**src/rtl/core/lewh_pkg.sv**
```systemverilog
// ----------------------------------------------------------------------------
// Line editor package
// Shared sizes, key codes, result kinds, register indices, cell control types and state codes.
// ----------------------------------------------------------------------------
package lewh_pkg;

  localparam int LINE_CAP   = 64;
  localparam int HIST_DEPTH = 16;

  localparam int PW = $clog2(LINE_CAP);
  localparam int KW = $clog2(LINE_CAP + 1);
  localparam int SW = $clog2(HIST_DEPTH);
  localparam int FW = $clog2(HIST_DEPTH + 1);
  localparam int AW = $clog2(HIST_DEPTH * LINE_CAP);

  localparam logic [7:0] KEY_NEWLINE   = 8'd10;
  localparam logic [7:0] KEY_BACKSPACE = 8'd8;
  localparam logic [7:0] PRINT_LOW     = 8'd32;
  localparam logic [7:0] PRINT_HIGH    = 8'd126;
  localparam logic [7:0] SPACE_CHAR    = 8'd32;

  localparam logic [1:0] KIND_REDRAW     = 2'd0;
  localparam logic [1:0] KIND_REDRAW_NIL = 2'd1;
  localparam logic [1:0] KIND_CMD        = 2'd2;
  localparam logic [1:0] KIND_CMD_NIL    = 2'd3;

  localparam logic [1:0] REG_LEFT  = 2'd0;
  localparam logic [1:0] REG_RIGHT = 2'd1;
  localparam logic [1:0] REG_UP    = 2'd2;
  localparam logic [1:0] REG_DOWN  = 2'd3;

  typedef enum logic [1:0] {
    CELL_HOLD,
    CELL_SET,
    CELL_FROM_PREV,
    CELL_FROM_NEXT
  } cell_op_e;

  typedef struct packed {
    cell_op_e   op;
    logic [7:0] key;
  } cell_ctrl_t;

  typedef enum logic [1:0] {
    ST_IDLE,
    ST_LOAD,
    ST_TRIM,
    ST_EMIT
  } state_e;

endpackage

```
**src/rtl/core/lewh_cell.sv**
```systemverilog
// ----------------------------------------------------------------------------
// Line cell
// One character of the edit line; loads a key or a neighbour's character.
// ----------------------------------------------------------------------------
module lewh_cell (
  input  logic                clk_i,
  input  lewh_pkg::cell_ctrl_t ctrl_i,
  input  logic [7:0]          prev_i,
  input  logic [7:0]          next_i,
  output logic [7:0]          data_o
);

  logic [7:0] data_q, data_d;

  always_comb begin
    case (ctrl_i.op)
      lewh_pkg::CELL_SET:       data_d = ctrl_i.key;
      lewh_pkg::CELL_FROM_PREV: data_d = prev_i;
      lewh_pkg::CELL_FROM_NEXT: data_d = next_i;
      default:                  data_d = data_q;
    endcase
  end

  always_ff @(posedge clk_i) begin
    data_q <= data_d;
  end

  assign data_o = data_q;

endmodule

```
**config.mk**
```make
export PLATFORM = sky130hd
export DESIGN_NAME = lewh_cell
export DESIGN_NICKNAME = d
export VERILOG_FILES = /design/src/rtl/core/lewh_pkg.sv /design/src/rtl/core/lewh_cell.sv
export SDC_FILE = /design/constraint.sdc
export NUM_CORES = 1
export LEC_CHECK = 0
export BUFFER_PORTS_ARGS = -buffer_cell sky130_fd_sc_hd__buf_2
export CAP_MARGIN = 20
export CORE_AREA = 2 2 39 41
export CTS_BUF_LIST = sky130_fd_sc_hd__clkbuf_2 sky130_fd_sc_hd__clkbuf_4 sky130_fd_sc_hd__clkbuf_8
export DETAILED_ROUTE_END_ITERATION = 12
export DIE_AREA = 0 0 41 43
export GPL_TIMING_DRIVEN = 0
export HOLD_SLACK_MARGIN = 0.12
export PLACE_DENSITY = 0.71
export SETUP_SLACK_MARGIN = 0.15
export SLEW_MARGIN = 20
export SYNTH_ARGS = -nofsm -noshare
export SYNTH_HDL_FRONTEND = slang
export SYNTH_SLANG_ARGS = --single-unit
```
**constraint.sdc**
```tcl
create_clock -name clk_i -period 0.9 [get_ports clk_i]
set_input_delay 0.135 -clock clk_i [delete_from_list [all_inputs] [get_ports clk_i]]
set_output_delay 0.135 -clock clk_i [all_outputs]
set_load 0.01 [all_outputs]
```
==> metrics.csv <==
metric;value;unit
outcome;complete, but fails checks;
failing checks;negative setup slack;
Post-Layout Cell Count;87;
Hold Vio Cnt, Final;0;
CP Buf/Inv Count;1;
Fmax;1080;MHz
vias;397;
register area share after synthesis;56.8;%
Syn. warnings;0;
Mapped Area;423;sq um
asr flop ratio synth;0;%
CP max stage cell;edfxtp_1;
Slew HR;90.4;%
crit path capture type;output port;
max_cap viols;0;
CP max stage delay;0.39;ns
drt initial violations;17;
Switch Pwr;0.000227;W
CTS tree;done;
grt ovf;0;
FF+latch area;240;sq um
synth unique cells;7;
number of global-route vias before repair;364;
wire per inst;11.3;microns
die width;41;microns
period utilisation layout;103;%
worst slew pin tran;0.139;ns
crit-path max FO;1;
Main synth FF type;edfxtp_1;
Slew Limit Fails;0;
combinational share of power;22.1;%
first-pass GRT wire length;1.48;mm
Tmin final;0.924;ns
Worst IR Drop VDD;0.797;mV
Layout fillers;141;
Area Overhead vs Synth;52.4;%
mean post-synth cell area;11.7;sq um
cell count after synthesis;36;
Reg clk slew, reported paths;0.06;ns
overall power;0.000955;W
Mapped Nets;63;
Initial Util;30.6;%
leading area contributor after synthesis;edfxtp_1;
cts bufs inserted;3;
WP data required;0.76;ns
Ports;35;
count of final setup violators;1;
initial antenna violation count;0;
Largest register FFs;8;
CTS sink cnt;8;
htree depth;1;
post-CTS setup buffer count;0;
largest net degree at the start of global routing;11;
Core Area;1380;sq um
Synth top area share;56.8;%
synth top area cells;edfxtp_1 57%, mux2i_1 19%, a21oi_1 9.5%;
IO Port Bufs;32;
Longest Clk Path Bufs;2;
Vert. Die Dim;43;microns
leakage dissipation;0.318;nW
register bit total from synthesis;8;
Vias/cell;4.56;
Power per Cell Area;1480;nW/um^2
Pint;0.000728;W
hold_ws;0.211;ns
crit-path cells;buf_2;
number of flops mapped to enable cells by yosys;8;
Final ANT Viol Nets;0;
Inserted Diodes;0;
share of cells above drive strength 1;54.9;%
Final Routed Wirelength;986;microns
DP HPWL;778;microns
clock share of power;28.5;%
top cells by count, synth;8 x a21oi_1, 8 x edfxtp_1, 8 x mux2i_1, 8 x nor2_1, 2 x buf_4;
# placed instances;84;
Setup CP Type;reg2out;
RSZ-0062 raised after global routing;true;
Top Family by Delay on Critical Path;flip-flops;
DR pass1 iterations;4;
# hold bufs at CTS;0;
final setup margin;-0.0237;ns
Min-Delay Path Class;in2reg;
clock root buffer;clkbuf_4;
Layout Nets;100;
Switching Fraction;23.7;%
critical path arrival;0.79;ns
DIE AREA;1760;sq um
routability-driven placement congestion ratio;0.643;
All-Layer GR Usage;12.9;%
PostCTS Resize Cnt;0;
area of the multi-input gates;159;sq um
startpoint types;register;
DRC errors left;0;
sequential cell fraction of total power;49.4;%
row count;14;
kinds of logic after synthesis:
kind of cell,count (synthesis),synth area share (%)
buffers and inverters,3,6.21
and+or+nand+nor,9,8.58
AOI/OAI and AO/OA,8,9.47
muxes,8,18.9
DFF,8,56.8
final timing paths:
check | startpoint | to | slack (ns) | cells past startpoint
worst max-delay path | data_o[5] | data_o[5] | -0.02 | 1
worst min-delay path | ctrl_i[3] | data_o[3] | 0.21 | 3
cell type report:
cell class | count | share of cell area (%)
Clock buffer | 3 | 3.50
Timing Repair Buffer | 32 | 24.9
Buffer | 3 | 6.60
Sequential cell | 8 | 37.3
Tap cell | 16 | 3.11
Multi-Input combinational cell | 25 | 24.7
layer usage:
metal | track usage (%) | wire length (microns) | vias up
met2 | 20.9 | 515 | 20
li1 | - | - | 200
met4 | 6.67 | 0 | 0
met1 | 13.1 | 379 | 177
met3 | 5.76 | 92 | 0
met5 | 0 | 0 | -
cells in the final DEF, fill, tap and decap left out, drive strengths merged:
cell type,count
buf,35
mux2i,8
nor2,8
a21oi,8
edfxtp,8
clkbuf,3
or2,1
power groups by stage:
stage                     Clock (W)  Combinational [W]  Sequential [W]
after floorplan                   0          0.0000849        0.000505
after global placement            0           0.000208        0.000477
after detailed placement          0           0.000212        0.000480
after CTS                  0.000278           0.000213        0.000473
after global routing       0.000286           0.000238        0.000477
final                      0.000273           0.000211        0.000472
through the flow:
| step | worst slack (ns) | instance area (sq um) | TNS (ns) | utilization [%] |
|---|---|---|---|---|
| floorplan | 0.126 | 442 | 0 | - |
| global placement | 0.0930 | 622 | 0 | 44.9 |
| detailed placement | 0.0925 | 622 | 0 | 44.9 |
| CTS | -0.0342 | 644 | -0.0342 | 46.6 |
| global route | -0.0422 | 644 | -0.140 | 46.6 |
| finish | -0.0237 | 644 | -0.0237 | 46.6 |
repair_timing:
action | 4_1_cts | 5_1_grt
endpoints found under the setup margin | 8 | 8
pin swaps | 0 | 0
endpoints found under the hold margin | 0 | 0
No activity file was read; power rests on OpenSTA's default activity.
